**config.mk**
```make
export PLATFORM = sky130hd
export DESIGN_NAME = least_squares_line_fit
export DESIGN_NICKNAME = d
export VERILOG_FILES = /design/src/hw/rtl/lslf_pkg.sv /design/src/hw/rtl/lslf_ctrl.sv /design/src/hw/rtl/lslf_datapath.sv /design/src/hw/rtl/least_squares_line_fit.sv
export SDC_FILE = /design/constraint.sdc
export NUM_CORES = 2
export LEC_CHECK = 0
export BUFFER_PORTS_ARGS = -buffer_cell sky130_fd_sc_hd__buf_4
export CAP_MARGIN = 20
export CORE_UTILIZATION = 30
export DETAILED_ROUTE_END_ITERATION = 10
export GPL_TIMING_DRIVEN = 0
export PLACE_DENSITY_LB_ADDON = 0.05
export SYNTH_ARGS = -nofsm -noshare
export SYNTH_HDL_FRONTEND = slang
export SYNTH_SLANG_ARGS = --single-unit
```
**constraint.sdc**
```tcl
create_clock -name clk -period 19.5 [get_ports clk]
set_clock_uncertainty 0.05 [all_clocks]
set_input_delay 0.975 -clock clk [delete_from_list [all_inputs] [get_ports clk]]
set_output_delay 0.975 -clock clk [all_outputs]
set_load 0.02 [all_outputs]
```
**src/hw/rtl/lslf_pkg.sv**
```systemverilog
// Shared types, constants and control encodings for the least-squares line fit.
package lslf_pkg;

  localparam int MAX_POINTS_DEF    = 4096;
  localparam int OUT_FRAC_BITS_DEF = 16;
  localparam int COORD_W           = 16;
  localparam int COEF_W            = 32;
  localparam int COUNT_OUT_W       = 13;
  // Binary point of the input coordinates.
  localparam int IN_FRAC_BITS      = 8;

  typedef struct packed {
    logic signed [COORD_W-1:0] x;
    logic signed [COORD_W-1:0] y;
    logic                      last;
  } lslf_in_t;

  typedef struct packed {
    logic signed [COEF_W-1:0]  coef_a;
    logic signed [COEF_W-1:0]  coef_c;
    logic                      degenerate;
    logic [COUNT_OUT_W-1:0]    point_count;
  } lslf_out_t;

  // Product codes: bits [2:1] pick the target (denominator, slope numerator,
  // offset numerator), bit 0 set means subtract from it.
  localparam logic [2:0] OP_N_SXX  = 3'd0;
  localparam logic [2:0] OP_SX_SX  = 3'd1;
  localparam logic [2:0] OP_N_SXY  = 3'd2;
  localparam logic [2:0] OP_SX_SY  = 3'd3;
  localparam logic [2:0] OP_SY_SXX = 3'd4;
  localparam logic [2:0] OP_SX_SXY = 3'd5;

  localparam logic DIV_SLOPE  = 1'b0;
  localparam logic DIV_OFFSET = 1'b1;

  typedef struct packed {
    logic       mul_go;
    logic [2:0] mul_op;
    logic       div_go;
    logic       div_sel;
    logic       emit;
    logic       degen;
  } lslf_cmd_t;

  typedef struct packed {
    logic pipe_idle;
    logic mul_done;
    logic div_done;
    logic den_zero;
  } lslf_sts_t;

endpackage

```
**src/hw/rtl/lslf_ctrl.sv**
```systemverilog
// Sequencer for the line fit: drain, products, zero check, divisions, emit.
module lslf_ctrl (
  input  logic                  clk,
  input  logic                  rst_n,
  input  logic                  start,
  input  logic                  in_last,
  input  lslf_pkg::lslf_sts_t   sts,
  output logic                  busy,
  output lslf_pkg::lslf_cmd_t   cmd
);

  typedef enum logic [2:0] {
    S_IDLE,
    S_DRAIN,
    S_MUL_GO,
    S_MUL_WAIT,
    S_CHECK,
    S_DIV_GO,
    S_DIV_WAIT,
    S_DONE
  } state_t;

  state_t              state_r;
  logic                busy_r;
  logic [2:0]          op_r;
  logic                dsel_r;
  lslf_pkg::lslf_cmd_t cmd_r;

  always_ff @(posedge clk) begin
    if (!rst_n) begin
      state_r <= S_IDLE;
      busy_r  <= 1'b0;
      op_r    <= lslf_pkg::OP_N_SXX;
      dsel_r  <= lslf_pkg::DIV_SLOPE;
      cmd_r   <= '0;
    end else begin
      cmd_r.mul_go <= 1'b0;
      cmd_r.div_go <= 1'b0;
      cmd_r.emit   <= 1'b0;
      case (state_r)
        S_IDLE: begin
          if (start && in_last) begin
            state_r <= S_DRAIN;
            busy_r  <= 1'b1;
          end
        end
        S_DRAIN: begin
          // wait for the final point to land in the sums
          if (sts.pipe_idle) begin
            op_r    <= lslf_pkg::OP_N_SXX;
            state_r <= S_MUL_GO;
          end
        end
        S_MUL_GO: begin
          cmd_r.mul_go <= 1'b1;
          cmd_r.mul_op <= op_r;
          state_r      <= S_MUL_WAIT;
        end
        S_MUL_WAIT: begin
          if (sts.mul_done) begin
            if (op_r == lslf_pkg::OP_SX_SXY) begin
              state_r <= S_CHECK;
            end else begin
              op_r    <= op_r + 3'd1;
              state_r <= S_MUL_GO;
            end
          end
        end
        S_CHECK: begin
          if (sts.den_zero) begin
            cmd_r.emit  <= 1'b1;
            cmd_r.degen <= 1'b1;
            state_r     <= S_DONE;
          end else begin
            dsel_r  <= lslf_pkg::DIV_SLOPE;
            state_r <= S_DIV_GO;
          end
        end
        S_DIV_GO: begin
          cmd_r.div_go  <= 1'b1;
          cmd_r.div_sel <= dsel_r;
          state_r       <= S_DIV_WAIT;
        end
        S_DIV_WAIT: begin
          if (sts.div_done) begin
            if (dsel_r == lslf_pkg::DIV_OFFSET) begin
              cmd_r.emit  <= 1'b1;
              cmd_r.degen <= 1'b0;
              state_r     <= S_DONE;
            end else begin
              dsel_r  <= lslf_pkg::DIV_OFFSET;
              state_r <= S_DIV_GO;
            end
          end
        end
        S_DONE: begin
          busy_r  <= 1'b0;
          state_r <= S_IDLE;
        end
        default: begin
          state_r <= S_IDLE;
          busy_r  <= 1'b0;
        end
      endcase
    end
  end

  assign busy = busy_r;
  assign cmd  = cmd_r;

endmodule

```
**src/hw/rtl/lslf_datapath.sv**
```systemverilog
// Point accumulator, bit-serial multiplier and restoring divider for the fit.
module lslf_datapath #(
  parameter int MAX_POINTS    = lslf_pkg::MAX_POINTS_DEF,
  parameter int OUT_FRAC_BITS = lslf_pkg::OUT_FRAC_BITS_DEF
) (
  input  logic                 clk,
  input  logic                 rst_n,
  input  logic                 in_take,
  input  lslf_pkg::lslf_in_t   in_data,
  input  lslf_pkg::lslf_cmd_t  cmd,
  output lslf_pkg::lslf_sts_t  sts,
  output logic                 out_valid,
  output lslf_pkg::lslf_out_t  out_data
);

  localparam int LOG_N  = $clog2(MAX_POINTS);
  localparam int CNT_W  = $clog2(MAX_POINTS + 1);
  localparam int CW     = lslf_pkg::COORD_W;
  localparam int SX_W   = CW + LOG_N;
  localparam int SQ_W   = 2 * CW + LOG_N;
  localparam int MW     = SQ_W;
  localparam int PW     = 2 * MW;
  localparam int NUM_W  = PW + OUT_FRAC_BITS;
  localparam int MCW    = $clog2(MW + 1);
  localparam int DCW    = $clog2(NUM_W + 2);
  localparam int OW     = lslf_pkg::COEF_W;
  localparam int SH_A   = OUT_FRAC_BITS;
  localparam int SH_C   = OUT_FRAC_BITS - lslf_pkg::IN_FRAC_BITS;

  // ---------------- accumulation pipeline ----------------
  logic                  s1_v_r, s2_v_r;
  logic signed [CW-1:0]  s1_x_r, s1_y_r, s2_x_r, s2_y_r;
  logic signed [2*CW-1:0] s2_xx_r, s2_xy_r;
  logic [CNT_W-1:0]      count_r;
  logic signed [SX_W-1:0] sum_x_r, sum_y_r;
  logic signed [SQ_W-1:0] sum_xy_r, sum_xx_r;

  always_ff @(posedge clk) begin
    if (!rst_n) begin
      s1_v_r <= 1'b0;
      s2_v_r <= 1'b0;
    end else begin
      s1_v_r <= in_take;
      s2_v_r <= s1_v_r;
    end
  end

  always_ff @(posedge clk) begin
    s1_x_r  <= in_data.x;
    s1_y_r  <= in_data.y;
    s2_x_r  <= s1_x_r;
    s2_y_r  <= s1_y_r;
    s2_xx_r <= s1_x_r * s1_x_r;
    s2_xy_r <= s1_x_r * s1_y_r;
  end

  always_ff @(posedge clk) begin
    if (!rst_n || cmd.emit) begin
      count_r  <= '0;
      sum_x_r  <= '0;
      sum_y_r  <= '0;
      sum_xy_r <= '0;
      sum_xx_r <= '0;
    end else if (s2_v_r && (count_r < CNT_W'(MAX_POINTS))) begin
      count_r  <= count_r + CNT_W'(1);
      sum_x_r  <= sum_x_r + SX_W'(s2_x_r);
      sum_y_r  <= sum_y_r + SX_W'(s2_y_r);
      sum_xy_r <= sum_xy_r + SQ_W'(s2_xy_r);
      sum_xx_r <= sum_xx_r + SQ_W'(s2_xx_r);
    end
  end

  // ---------------- shift-add multiplier ----------------
  logic signed [MW-1:0] mul_a, mul_b, mag_a, mag_b;
  logic [PW-1:0]        mcand_r, prod_r;
  logic [MW-1:0]        mplier_r;
  logic [MCW-1:0]       mcnt_r;
  logic                 mbusy_r, msign_r, mdone_r;
  logic [2:0]           mop_r;
  logic signed [PW-1:0] den_r, na_r, nc_r, prod_s, tgt;

  always_comb begin
    case (cmd.mul_op)
      lslf_pkg::OP_N_SXX:  begin mul_a = MW'($signed({1'b0, count_r})); mul_b = MW'(sum_xx_r); end
      lslf_pkg::OP_SX_SX:  begin mul_a = MW'(sum_x_r);  mul_b = MW'(sum_x_r);  end
      lslf_pkg::OP_N_SXY:  begin mul_a = MW'($signed({1'b0, count_r})); mul_b = MW'(sum_xy_r); end
      lslf_pkg::OP_SX_SY:  begin mul_a = MW'(sum_x_r);  mul_b = MW'(sum_y_r);  end
      lslf_pkg::OP_SY_SXX: begin mul_a = MW'(sum_y_r);  mul_b = MW'(sum_xx_r); end
      lslf_pkg::OP_SX_SXY: begin mul_a = MW'(sum_x_r);  mul_b = MW'(sum_xy_r); end
      default:             begin mul_a = '0;            mul_b = '0;            end
    endcase
    mag_a  = mul_a[MW-1] ? -mul_a : mul_a;
    mag_b  = mul_b[MW-1] ? -mul_b : mul_b;
    prod_s = msign_r ? -$signed(prod_r) : $signed(prod_r);
    case (mop_r[2:1])
      2'd0:    tgt = den_r;
      2'd1:    tgt = na_r;
      default: tgt = nc_r;
    endcase
  end

  always_ff @(posedge clk) begin
    if (!rst_n) begin
      mbusy_r <= 1'b0;
      mdone_r <= 1'b0;
    end else begin
      mdone_r <= 1'b0;
      if (cmd.mul_go) begin
        mbusy_r <= 1'b1;
      end else if (mbusy_r && (mcnt_r == MCW'(MW))) begin
        mbusy_r <= 1'b0;
        mdone_r <= 1'b1;
      end
    end
  end

  always_ff @(posedge clk) begin
    if (cmd.mul_go) begin
      mcand_r  <= PW'(unsigned'(mag_a));
      mplier_r <= mag_b;
      prod_r   <= '0;
      mcnt_r   <= '0;
      msign_r  <= mul_a[MW-1] ^ mul_b[MW-1];
      mop_r    <= cmd.mul_op;
    end else if (mbusy_r && (mcnt_r != MCW'(MW))) begin
      if (mplier_r[0]) begin
        prod_r <= prod_r + mcand_r;
      end
      mcand_r  <= mcand_r << 1;
      mplier_r <= mplier_r >> 1;
      mcnt_r   <= mcnt_r + MCW'(1);
    end else if (mbusy_r) begin
      // write the product back: set on the first term, subtract on the second
      case (mop_r[2:1])
        2'd0:    den_r <= mop_r[0] ? tgt - prod_s : prod_s;
        2'd1:    na_r  <= mop_r[0] ? tgt - prod_s : prod_s;
        default: nc_r  <= mop_r[0] ? tgt - prod_s : prod_s;
      endcase
    end
  end

  // ---------------- restoring divider ----------------
  logic signed [PW-1:0] dsrc;
  logic [PW-1:0]        dmag;
  logic [NUM_W-1:0]     dnum_r, q_r, lim, qsat;
  logic [PW-1:0]        rem_r;
  logic [PW:0]          trial, tdiff;
  logic                 ge;
  logic [DCW-1:0]       dcnt_r;
  logic                 dbusy_r, ddone_r, dneg_r, dsel_r;
  logic [OW-1:0]        res;
  logic signed [OW-1:0] coef_a_r, coef_c_r;

  always_comb begin
    dsrc  = cmd.div_sel ? nc_r : na_r;
    dmag  = dsrc[PW-1] ? unsigned'(-dsrc) : unsigned'(dsrc);
    trial = {rem_r, dnum_r[NUM_W-1]};
    tdiff = trial - {1'b0, den_r};
    ge    = !tdiff[PW];
    lim   = dneg_r ? (NUM_W'(1) << (OW - 1)) : ((NUM_W'(1) << (OW - 1)) - NUM_W'(1));
    qsat  = (q_r > lim) ? lim : q_r;
    res   = dneg_r ? -qsat[OW-1:0] : qsat[OW-1:0];
  end

  always_ff @(posedge clk) begin
    if (!rst_n) begin
      dbusy_r <= 1'b0;
      ddone_r <= 1'b0;
    end else begin
      ddone_r <= 1'b0;
      if (cmd.div_go) begin
        dbusy_r <= 1'b1;
      end else if (dbusy_r && (dcnt_r == DCW'(NUM_W + 1))) begin
        dbusy_r <= 1'b0;
        ddone_r <= 1'b1;
      end
    end
  end

  always_ff @(posedge clk) begin
    if (cmd.div_go) begin
      dnum_r <= cmd.div_sel ? (NUM_W'(dmag) << SH_C) : (NUM_W'(dmag) << SH_A);
      rem_r  <= '0;
      q_r    <= '0;
      dcnt_r <= '0;
      dneg_r <= !dsrc[PW-1];
      dsel_r <= cmd.div_sel;
    end else if (dbusy_r) begin
      dcnt_r <= dcnt_r + DCW'(1);
      if (dcnt_r < DCW'(NUM_W)) begin
        rem_r  <= ge ? tdiff[PW-1:0] : trial[PW-1:0];
        q_r    <= {q_r[NUM_W-2:0], ge};
        dnum_r <= dnum_r << 1;
      end else if (dcnt_r == DCW'(NUM_W)) begin
        // round half away from zero on the magnitude
        if ({rem_r, 1'b0} >= {1'b0, den_r}) begin
          q_r <= q_r + NUM_W'(1);
        end
      end else if (dsel_r == lslf_pkg::DIV_OFFSET) begin
        coef_c_r <= res;
      end else begin
        coef_a_r <= res;
      end
    end
  end

  // ---------------- result beat ----------------
  logic                out_valid_r;
  lslf_pkg::lslf_out_t out_r;

  always_ff @(posedge clk) begin
    if (!rst_n) begin
      out_valid_r <= 1'b0;
    end else begin
      out_valid_r <= cmd.emit;
    end
  end

  always_ff @(posedge clk) begin
    if (cmd.emit) begin
      out_r.coef_a      <= cmd.degen ? '0 : coef_a_r;
      out_r.coef_c      <= cmd.degen ? '0 : coef_c_r;
      out_r.degenerate  <= cmd.degen;
      out_r.point_count <= lslf_pkg::COUNT_OUT_W'(count_r);
    end
  end

  assign sts.pipe_idle = !s1_v_r && !s2_v_r;
  assign sts.mul_done  = mdone_r;
  assign sts.div_done  = ddone_r;
  assign sts.den_zero  = (den_r == '0);
  assign out_valid     = out_valid_r;
  assign out_data      = out_r;

endmodule

```
**src/hw/rtl/least_squares_line_fit.sv**
```systemverilog
// Top level of the streaming least-squares line fit.
//
// Points (x, y in signed Q8.8) enter one per beat: a beat is taken at a
// rising edge with start high and busy low, and while points are being summed
// busy stays low, so the block takes one point every cycle. The beat that
// carries last = 1 closes the set: busy then rises and the block computes the
// line coef_a*x + y + coef_c = 0 (coef_a = -slope, coef_c = -intercept, signed
// Q16.16 by default, rounded half away from zero and saturated to 32 bits).
// The fit runs on a bit-serial shift-add multiplier that forms six wide
// products (operands of MW = 32 + log2(MAX_POINTS) bits, 44 by default) and
// a restoring divider that yields one quotient bit a cycle (numerator of
// NUM_W = 2*MW + OUT_FRAC_BITS bits, 104 by default). A final point keeps
// busy high until the result goes out; a set whose denominator is zero skips
// the divisions and reports degenerate = 1 with both coefficients zero. The
// result beat shows on out_data for exactly one cycle, marked by out_valid,
// in the first cycle that busy is low again; it cannot be held off, so
// capture it then. Points past MAX_POINTS are dropped from the sums, but a
// final point still starts the fit. Sums and count clear as the result goes
// out.
module least_squares_line_fit #(
  parameter int MAX_POINTS    = lslf_pkg::MAX_POINTS_DEF,
  parameter int OUT_FRAC_BITS = lslf_pkg::OUT_FRAC_BITS_DEF
) (
  input  logic                clk,
  input  logic                rst_n,
  input  logic                start,
  output logic                busy,
  input  lslf_pkg::lslf_in_t  in_data,
  output logic                out_valid,
  output lslf_pkg::lslf_out_t out_data
);

  lslf_pkg::lslf_cmd_t cmd;
  lslf_pkg::lslf_sts_t sts;
  logic                in_take;

  // accept a point only while the sequencer is idle
  assign in_take = start && !busy;

  lslf_ctrl u_ctrl (
    .clk     (clk),
    .rst_n   (rst_n),
    .start   (in_take),
    .in_last (in_data.last),
    .sts     (sts),
    .busy    (busy),
    .cmd     (cmd)
  );

  lslf_datapath #(
    .MAX_POINTS    (MAX_POINTS),
    .OUT_FRAC_BITS (OUT_FRAC_BITS)
  ) u_dp (
    .clk       (clk),
    .rst_n     (rst_n),
    .in_take   (in_take),
    .in_data   (in_data),
    .cmd       (cmd),
    .sts       (sts),
    .out_valid (out_valid),
    .out_data  (out_data)
  );

  // a result beat only ever follows a busy fit
  a_out_after_busy: assert property (@(posedge clk) disable iff (!rst_n)
    out_valid |-> $past(busy))
    else $error("result beat without a preceding fit");

  // a degenerate set carries zero coefficients
  a_degen_zero: assert property (@(posedge clk) disable iff (!rst_n)
    (out_valid && out_data.degenerate) |-> (out_data.coef_a == '0 && out_data.coef_c == '0))
    else $error("degenerate result with nonzero coefficients");

  // busy rises only after a final point was taken
  a_busy_cause: assert property (@(posedge clk) disable iff (!rst_n)
    $rose(busy) |-> $past(start && in_data.last))
    else $error("busy rose without a final point");

endmodule

```
Word-level counts from Yosys, hierarchy flattened --
Cells that the tools add are included.
Word-level totals: logic and storage cells 210, input bits 36, output and inout bits 80, register bits after elaboration 1249
Operators by class: $add $sub $neg 17, multipliers 2, equality and inequality tests 26, muxes and demuxes 53, reduce and logical (&&, ||, !) cells 49, order comparisons 4, bitwise operators 9
Operators by type and width (number):
- $mux 104 | 7
- $mux 88 | 5
- $mux 44 | 6
- $neg 88->88 | 2
- $pmux 44 s4 | 1
- $pmux 88 s2 | 1
- $pmux 44 s3 | 1
- $add 104x1->104 const B | 1
- $gt 104x32->1 | 1
- $mux 32 | 3
- $ge 89x88->1 | 1
- $sub 89x88->89 | 1
- $add 44x32->44 | 2
- $add 88x88->88 | 1
- $logic_not 88->1 | 1
- $neg 44->44 | 2
- $sub 88x88->88 | 1
- $mul 16x16->32 | 2
- $add 28x16->28 | 2
- $neg 32->32 | 1
- $mux 3 | 8
- $pmux 3 s8 | 1
- $reduce_and 4->1 | 6
- $eq 3x3->1 const B | 7
- 33 further kinds | 96

Logic depth before layout (Yosys ltp) --
depth after elaboration 6, mapped depth 28, mapped depth without buffers 26

By module --
A second synthesis with hierarchy kept.
Unflattened totals: cell total of the unflattened synthesis 11815, area total of the unflattened synthesis 101014.4 um^2
By module, submodules not included:
- lslf_datapath | seq. area each 30449.2 um^2, instances 1, cells each 11724, area each 100236.1 um^2
- lslf_ctrl | seq. area each 320.3 um^2, instances 1, cells each 90, area each 764.5 um^2
- least_squares_line_fit | seq. area each 0.0 um^2, instances 1, cells each 1, area each 13.8 um^2

Worst setup path after synthesis --
No wires, ideal clock.
kind register to register, from reg u_dp.mop_r[1], to reg u_dp.na_r[0], enable pin, stages on the path, launching flop included 5, setup slack 10.807 ns, data arrival time 7.981 ns, path buffers 3, data required time 18.788 ns, clock period less this slack 8.693 ns, setup time 0.662 ns, cell sequence edfxtp_1 > clkbuf_1 > buf_1 > buf_1 > nor3b_1
Between the ends: longest elaborated chain between the ends 2
Ends and longest elaborated chain:
- start, declared | RTL line lslf_datapath.sv:79 | logic [2:0] mop_r;
- start signal, assigned | RTL line lslf_datapath.sv:124 | mop_r <= cmd.mul_op;
- $eq 2x1->1 | RTL line lslf_datapath.sv:134 | case (mop_r[2:1])
- $reduce_and 4->1 (no source line)
- end signal, assigned | RTL line lslf_datapath.sv:136 | 2'd1: na_r <= mop_r[0] ? tgt - prod_s : prod_s;
- end, declared | RTL line lslf_datapath.sv:80 | logic signed [PW-1:0] den_r, na_r, nc_r, prod_s, tgt;
No other way between the ends. A chain may end at the register's enable or synchronous reset.

Worst setup path after layout --
from reg u_ctrl.cmd_r (netlist bit u_ctrl.cmd[2]), to reg u_dp.dnum_r[82] (data pin)
Between the ends: longest elaborated chain between the ends 5
Ends and longest elaborated chain:
- start, declared | RTL line lslf_ctrl.sv:27 | lslf_pkg::lslf_cmd_t cmd_r;
- $mux 88 | RTL line lslf_datapath.sv:155 | dsrc = cmd.div_sel ? nc_r : na_r;
- $neg 88->88 | RTL line lslf_datapath.sv:156 | dmag = dsrc[PW-1] ? unsigned'(-dsrc) : unsigned'(dsrc);
- $mux 88 | RTL line lslf_datapath.sv:156
- $mux 104 * | RTL line lslf_datapath.sv:182 | dnum_r <= cmd.div_sel ? (NUM_W'(dmag) << SH_C) : (NUM_W'(dmag) << SH_A);
- $mux 104 * | RTL line lslf_datapath.sv:181 | if (cmd.div_go) begin
- end signal, assigned | RTL line lslf_datapath.sv:182
- end signal, assigned | RTL line lslf_datapath.sv:193 | dnum_r <= dnum_r << 1;
- end, declared | RTL line lslf_datapath.sv:145 | logic [NUM_W-1:0] dnum_r, q_r, lim, qsat;
Mark *: on every way between the ends. The rest lies on a longest branch, timed or not.

==> report_table.html <==
<table>
<tr><th>Metric</th><th>Value</th></tr>
<tr><th colspan="2">Run status</th></tr>
<tr><td>Run status</td><td>finished, final reports clean</td></tr>
<tr><th colspan="2">Global route</th></tr>
<tr><td>Total routing resource utilization after global routing</td><td>25.8%</td></tr>
<tr><td>Pin count of the biggest net entering global routing</td><td>67</td></tr>
<tr><td>Total overflow reported by the global router</td><td>0</td></tr>
<tr><td>Number of global-route vias before repair</td><td>89400</td></tr>
<tr><td>Global-route wire length before repair</td><td>around 640000 um</td></tr>
<tr><td>Antenna violations before repair</td><td>24</td></tr>
<tr><th colspan="2">Synthesis</th></tr>
<tr><td>Combined area of all synthesized cells</td><td>about 100000 um2</td></tr>
<tr><td>Ys async rst share</td><td>0%</td></tr>
<tr><td>Total nets after synthesis</td><td>about 13000</td></tr>
<tr><td>FF+latch count, synth</td><td>around 1200</td></tr>
<tr><td>Largest area contributor in the netlist</td><td>sky130_fd_sc_hd__edfxtp_1</td></tr>
<tr><td>Share of synthesized area spent on multiplexers</td><td>between 2 and 3%</td></tr>
<tr><td>Post-synth top flop</td><td>sky130_fd_sc_hd__dfxtp_1</td></tr>
<tr><td>Yosys warnings</td><td>0</td></tr>
<tr><td>Distinct cells, synth</td><td>between 90 and 100</td></tr>
<tr><td>Top cell type's share of synthesized area</td><td>between 10% and 20%</td></tr>
<tr><td>Top cells by area, synth</td><td>sky130_fd_sc_hd__edfxtp_1, sky130_fd_sc_hd__dfxtp_1, sky130_fd_sc_hd__fa_1, sky130_fd_sc_hd__ha_1, sky130_fd_sc_hd__nand2_1</td></tr>
<tr><td>Adder and majority cell fraction of the synthesized area</td><td>about 18%</td></tr>
<tr><td>Synthesized-area fraction occupied by and/or/nand/nor cells</td><td>between 15 and 20%</td></tr>
<tr><td>Share of synthesized area occupied by flip-flops and latches</td><td>30.7%</td></tr>
<tr><td>Synthesized area per cell</td><td>between 8 and 9 um2</td></tr>
<tr><td>EDFF count, synth</td><td>596</td></tr>
<tr><td>Xor and xnor area share after synthesis</td><td>under 10%</td></tr>
<tr><td>Largest family of logic cells by synthesized area</td><td>compound AO/OA/AOI/OAI gates</td></tr>
<tr><td>Most numerous cell in the Yosys netlist</td><td>sky130_fd_sc_hd__nand2_1</td></tr>
<tr><td>Synth Instances</td><td>around 12000</td></tr>
<tr><td>Post-synth top cells</td><td>sky130_fd_sc_hd__nand2_1, sky130_fd_sc_hd__a21oi_1, sky130_fd_sc_hd__inv_1</td></tr>
<tr><td>Share of the synthesized area in compound gates (AO/OA/AOI/OAI)</td><td>18.9%</td></tr>
<tr><th colspan="2">CTS</th></tr>
<tr><td>Clock tree buffer depth</td><td>4</td></tr>
<tr><td>Clock transition at the register clock pins on the worst setup and hold paths after CTS</td><td>~0.06 ns</td></tr>
<tr><td>Clock latency at the later pin of the worst-skew pair</td><td>0.92 ns</td></tr>
<tr><td>Clock buffer count from CTS</td><td>about 170</td></tr>
<tr><td>Buffer type at the clock tree root</td><td>sky130_fd_sc_hd__clkbuf_16</td></tr>
<tr><td>Post-cts sizing count</td><td>0</td></tr>
<tr><td>Num Clock Sinks</td><td>between 1000 and 1500</td></tr>
<tr><td>Postcts setup bufs</td><td>0</td></tr>
<tr><td>TritonCTS clock tree</td><td>yes</td></tr>
<tr><td>CTS Hold Buffers Added</td><td>0</td></tr>
<tr><td>Number of H-tree levels</td><td>4</td></tr>
<tr><th colspan="2">Critical path</th></tr>
<tr><td>Worst setup SP type</td><td>register</td></tr>
<tr><td>Critical path launch point</td><td>u_ctrl.cmd[2]</td></tr>
<tr><td>Largest fanout on the critical path</td><td>11</td></tr>
<tr><td>Worst EP required</td><td>around 20 ns</td></tr>
<tr><td>Max stage delay cell, worst path</td><td>sky130_fd_sc_hd__nor4_2</td></tr>
<tr><td>Critical path capture point type</td><td>register</td></tr>
<tr><td>Worst setup path class</td><td>reg2reg</td></tr>
<tr><td>Arr. time, crit path</td><td>around 11 ns</td></tr>
<tr><td>Buf+Inv Stages, Crit Path</td><td>14</td></tr>
<tr><td>Highest cell delay on the worst timing path</td><td>0.85 ns</td></tr>
<tr><td>Beginning of the worst register-to-register path</td><td>u_ctrl.cmd[2]</td></tr>
<tr><td>Cell class contributing the biggest share of worst-path delay</td><td>buffers and inverters</td></tr>
<tr><th colspan="2">Floorplan</th></tr>
<tr><td>Die extent in y</td><td>580 um</td></tr>
<tr><td>Number of top-level design ports</td><td>approximately 120</td></tr>
<tr><td>Row count</td><td>between 200 and 250</td></tr>
<tr><td>Initial Util</td><td>a little under a third</td></tr>
<tr><td>Die ar.</td><td>336000 um2</td></tr>
<tr><td>DIE WIDTH</td><td>~580 um</td></tr>
<tr><td>Core outline area</td><td>approximately 330000 um2</td></tr>
<tr><th colspan="2">Timing</th></tr>
<tr><td>Final Hold Viols</td><td>0</td></tr>
<tr><td>Endpoints failing setup</td><td>0</td></tr>
<tr><td>Shortest clock period the worst path allows after layout</td><td>roughly 11 ns</td></tr>
<tr><td>Number of pins with negative max-slew slack in the final report</td><td>0</td></tr>
<tr><td>Fmax achieved</td><td>roughly 92 MHz</td></tr>
<tr><td>Final period utilization</td><td>55.7%</td></tr>
<tr><td>Transition time at the pin with the least slew margin</td><td>1.35 ns</td></tr>
<tr><td>Tightest slew margin relative to the limit</td><td>~10%</td></tr>
<tr><td>Unrepaired setup endpoints after global routing</td><td>false</td></tr>
<tr><td>Sum of negative setup slack</td><td>0 ns</td></tr>
<tr><th colspan="2">Power and ir drop</th></tr>
<tr><td>Static Leakage</td><td>roughly 46 nW</td></tr>
<tr><td>Power density relative to cell area</td><td>137 nW/um2</td></tr>
<tr><td>VDD IR-drop max</td><td>0.000373 V</td></tr>
<tr><th colspan="2">Routing</th></tr>
<tr><td>Iteration count of the initial detailed-routing pass</td><td>6</td></tr>
<tr><td>Routed wirelength normalized by instance count</td><td>between 20 and 30 um</td></tr>
<tr><td>Final WL</td><td>446000 um</td></tr>
<tr><td>Residual DRC count</td><td>0</td></tr>
<tr><td>Violation count after the first detailed-route iteration</td><td>8321</td></tr>
<tr><td>Post-DR vias/cell</td><td>5.45</td></tr>
<tr><td>Number of vias after detailed routing</td><td>between 90000 and 100k</td></tr>
<tr><td>Antenna Violating Nets Remaining</td><td>0</td></tr>
<tr><th colspan="2">Finish</th></tr>
<tr><td>Final nets</td><td>13300</td></tr>
<tr><td>Growth of design area from synthesis to finish</td><td>13.5%</td></tr>
<tr><td>Non-Filler Instances</td><td>16600</td></tr>
<tr><td>Final cell area excluding filler cells</td><td>between 100000 and 150000 um2</td></tr>
<tr><td>Fraction of layout cells with a size suffix above 1</td><td>roughly 5.3%</td></tr>
<tr><th colspan="2">Placed design</th></tr>
<tr><td># port buffers</td><td>around 120</td></tr>
<tr><td>Cell count after placement</td><td>16300</td></tr>
<tr><td>Final weighted congestion of routability-driven global placement</td><td>just over 0.9</td></tr>
<tr><td>Placement Cell Area</td><td>around 110000 um2</td></tr>
<tr><td>Detailed Place HPWL</td><td>between 300000 and 400000 um</td></tr>
<tr><th colspan="2">Flow run</th></tr>
<tr><td>Max-cap viol count</td><td>0</td></tr>
<tr><th colspan="2">Min path</th></tr>
<tr><td>Hold_sp</td><td>in_data[5]</td></tr>
<tr><td>Hold Crit Class</td><td>in2reg</td></tr>
</table>
## state kept, by name (all words and copies together) (netlist names), 8 cells and up
| register | flops |
|---|---|
| u_dp.coef_c_r | 32 |
| u_dp.den_r | 88 |
| u_dp.mplier_r | 44 |
| u_dp.prod_r | 88 |
| u_dp.nc_r | 88 |
| u_dp.rem_r | 88 |
| u_dp.sum_y_r | 28 |
| u_dp.s2_xy_r | 32 |
| u_dp.mcand_r | 88 |
| u_dp.count_r | 13 |
| u_dp.dnum_r | 96 |
| u_dp.s2_x_r | 16 |
| u_dp.sum_x_r | 28 |
| u_ctrl.cmd | 8 |
| u_dp.sum_xx_r | 44 |
| u_dp.coef_a_r | 32 |
| u_dp.q_r | 104 |
| u_dp.s1_x_r | 16 |
| u_dp.s2_xx_r | 30 |
| u_dp.na_r | 88 |
| u_dp.sum_xy_r | 44 |
| u_dp.s1_y_r | 16 |
| u_dp.out_data | 78 |
| u_dp.s2_y_r | 16 |
## power by group
group | switching [mW] | internal, mW | total (mW)
Clock | 1.34 | 1.94 | 3.28
Sequential | 0.309 | 3.08 | 3.39
Combinational | 5.42 | 3.46 | 8.88
## routing by layer
layer / vias up / GRT usage [%] / wire length, um
met3: 546 / 2.83 / 23400
met4: 6 / 8.76 / 16800
met2: 2775 / 40.7 / 198000
met5: - / 0 / 34
met1: 45300 / 36.5 / 208000
li1: 41900 / - / -
## cell type report
| class | count | area (um2) |
|---|---|---|
| Multi-Input combinational cell | 8882 | 63400 |
| Tap cell | 4366 | 5460 |
| Clock buffer | 213 | 4580 |
| Fill cell | 34700 | 217000 |
| Inverter | 957 | 3590 |
| Buffer | 629 | 2400 |
| Clock inverter | 88 | 1080 |
| Antenna cell | 17 | 42.5 |
| Sequential cell | 1239 | 30800 |
| Timing Repair Buffer | 215 | 2240 |
## placed cells by master (no fill, tap or decap), types with 37 or more instances in the layout
| master | count |
|---|---|
| sky130_fd_sc_hd__nand3_1 | 187 |
| sky130_fd_sc_hd__ha_1 | 621 |
| sky130_fd_sc_hd__clkbuf_1 | 589 |
| sky130_fd_sc_hd__xor2_1 | 319 |
| sky130_fd_sc_hd__o31ai_1 | 98 |
| sky130_fd_sc_hd__dfxtp_1 | 642 |
| sky130_fd_sc_hd__nor4_1 | 105 |
| sky130_fd_sc_hd__mux2_2 | 65 |
| sky130_fd_sc_hd__inv_1 | 951 |
| sky130_fd_sc_hd__xnor2_1 | 374 |
| sky130_fd_sc_hd__a22oi_1 | 52 |
| sky130_fd_sc_hd__fa_1 | 503 |
| sky130_fd_sc_hd__a31oi_1 | 77 |
| sky130_fd_sc_hd__buf_1 | 45 |
| sky130_fd_sc_hd__buf_4 | 126 |
| sky130_fd_sc_hd__o211ai_1 | 72 |
| sky130_fd_sc_hd__buf_8 | 37 |
| sky130_fd_sc_hd__o21bai_1 | 111 |
| sky130_fd_sc_hd__and3_1 | 89 |
| sky130_fd_sc_hd__a21o_1 | 274 |
| sky130_fd_sc_hd__o21ai_0 | 676 |
| sky130_fd_sc_hd__edfxtp_1 | 596 |
| sky130_fd_sc_hd__nand2_1 | 1422 |
| sky130_fd_sc_hd__a311oi_1 | 49 |
| sky130_fd_sc_hd__nor3_1 | 188 |
| sky130_fd_sc_hd__a211oi_1 | 113 |
| sky130_fd_sc_hd__a21oi_1 | 1063 |
| sky130_fd_sc_hd__and2_1 | 204 |
| sky130_fd_sc_hd__or3_1 | 90 |
| sky130_fd_sc_hd__o21a_1 | 56 |
| sky130_fd_sc_hd__o22ai_1 | 42 |
| sky130_fd_sc_hd__clkbuf_16 | 171 |
| sky130_fd_sc_hd__nor2b_1 | 155 |
| sky130_fd_sc_hd__nand4_1 | 186 |
| sky130_fd_sc_hd__nand2b_1 | 97 |
| sky130_fd_sc_hd__nor2_1 | 827 |
| sky130_fd_sc_hd__or2_2 | 39 |
| sky130_fd_sc_hd__mux2i_1 | 217 |
## kinds of logic (layout without fill, tap and decap cells)
kind of cell,count (synthesis),in the layout
flip-flops,1239,1239
multiplexers,282,282
AO/OA/AOI/OAI,3040,3040
XOR/XNOR,696,696
AND/OR/NAND/NOR,3740,3740
other,0,17
adder cells (fa/ha/maj),1124,1124
buffers and inverters,1586,2102
## metrics by stage
| step | setup slack [ns] | power, mW | util (%) | hold WS, ns |
|---|---|---|---|---|
| 3_3_place_gp | 2.79 | 12.4 | 32.2 | 0.323 |
| 3_5_place_dp | 8.33 | 12.4 | 32.6 | 0.330 |
| 2_1_floorplan | 10.81 | 9.57 | - | 0.279 |
| 4_1_cts | 8.31 | 15.7 | 34.3 | 0.0804 |
| 5_1_grt | 8.63 | 16.9 | 34.3 | 0.103 |
| 6_report | 8.65 | 15.6 | 34.3 | 0.155 |
## path summary, 6_finish.rpt
kind / end / slack [ns] / cells past startpoint
setup / recovery: u_dp.dnum_r[82] / 8.65 / 26
hold / removal: u_dp.s1_y_r[4] / 0.16 / 1
setup reg to reg: u_dp.dnum_r[82] / 8.65 / 26
hold reg to reg: u_dp.s2_x_r[15] / 0.34 / 0
Note: power is estimated with default switching activity, not from simulation.
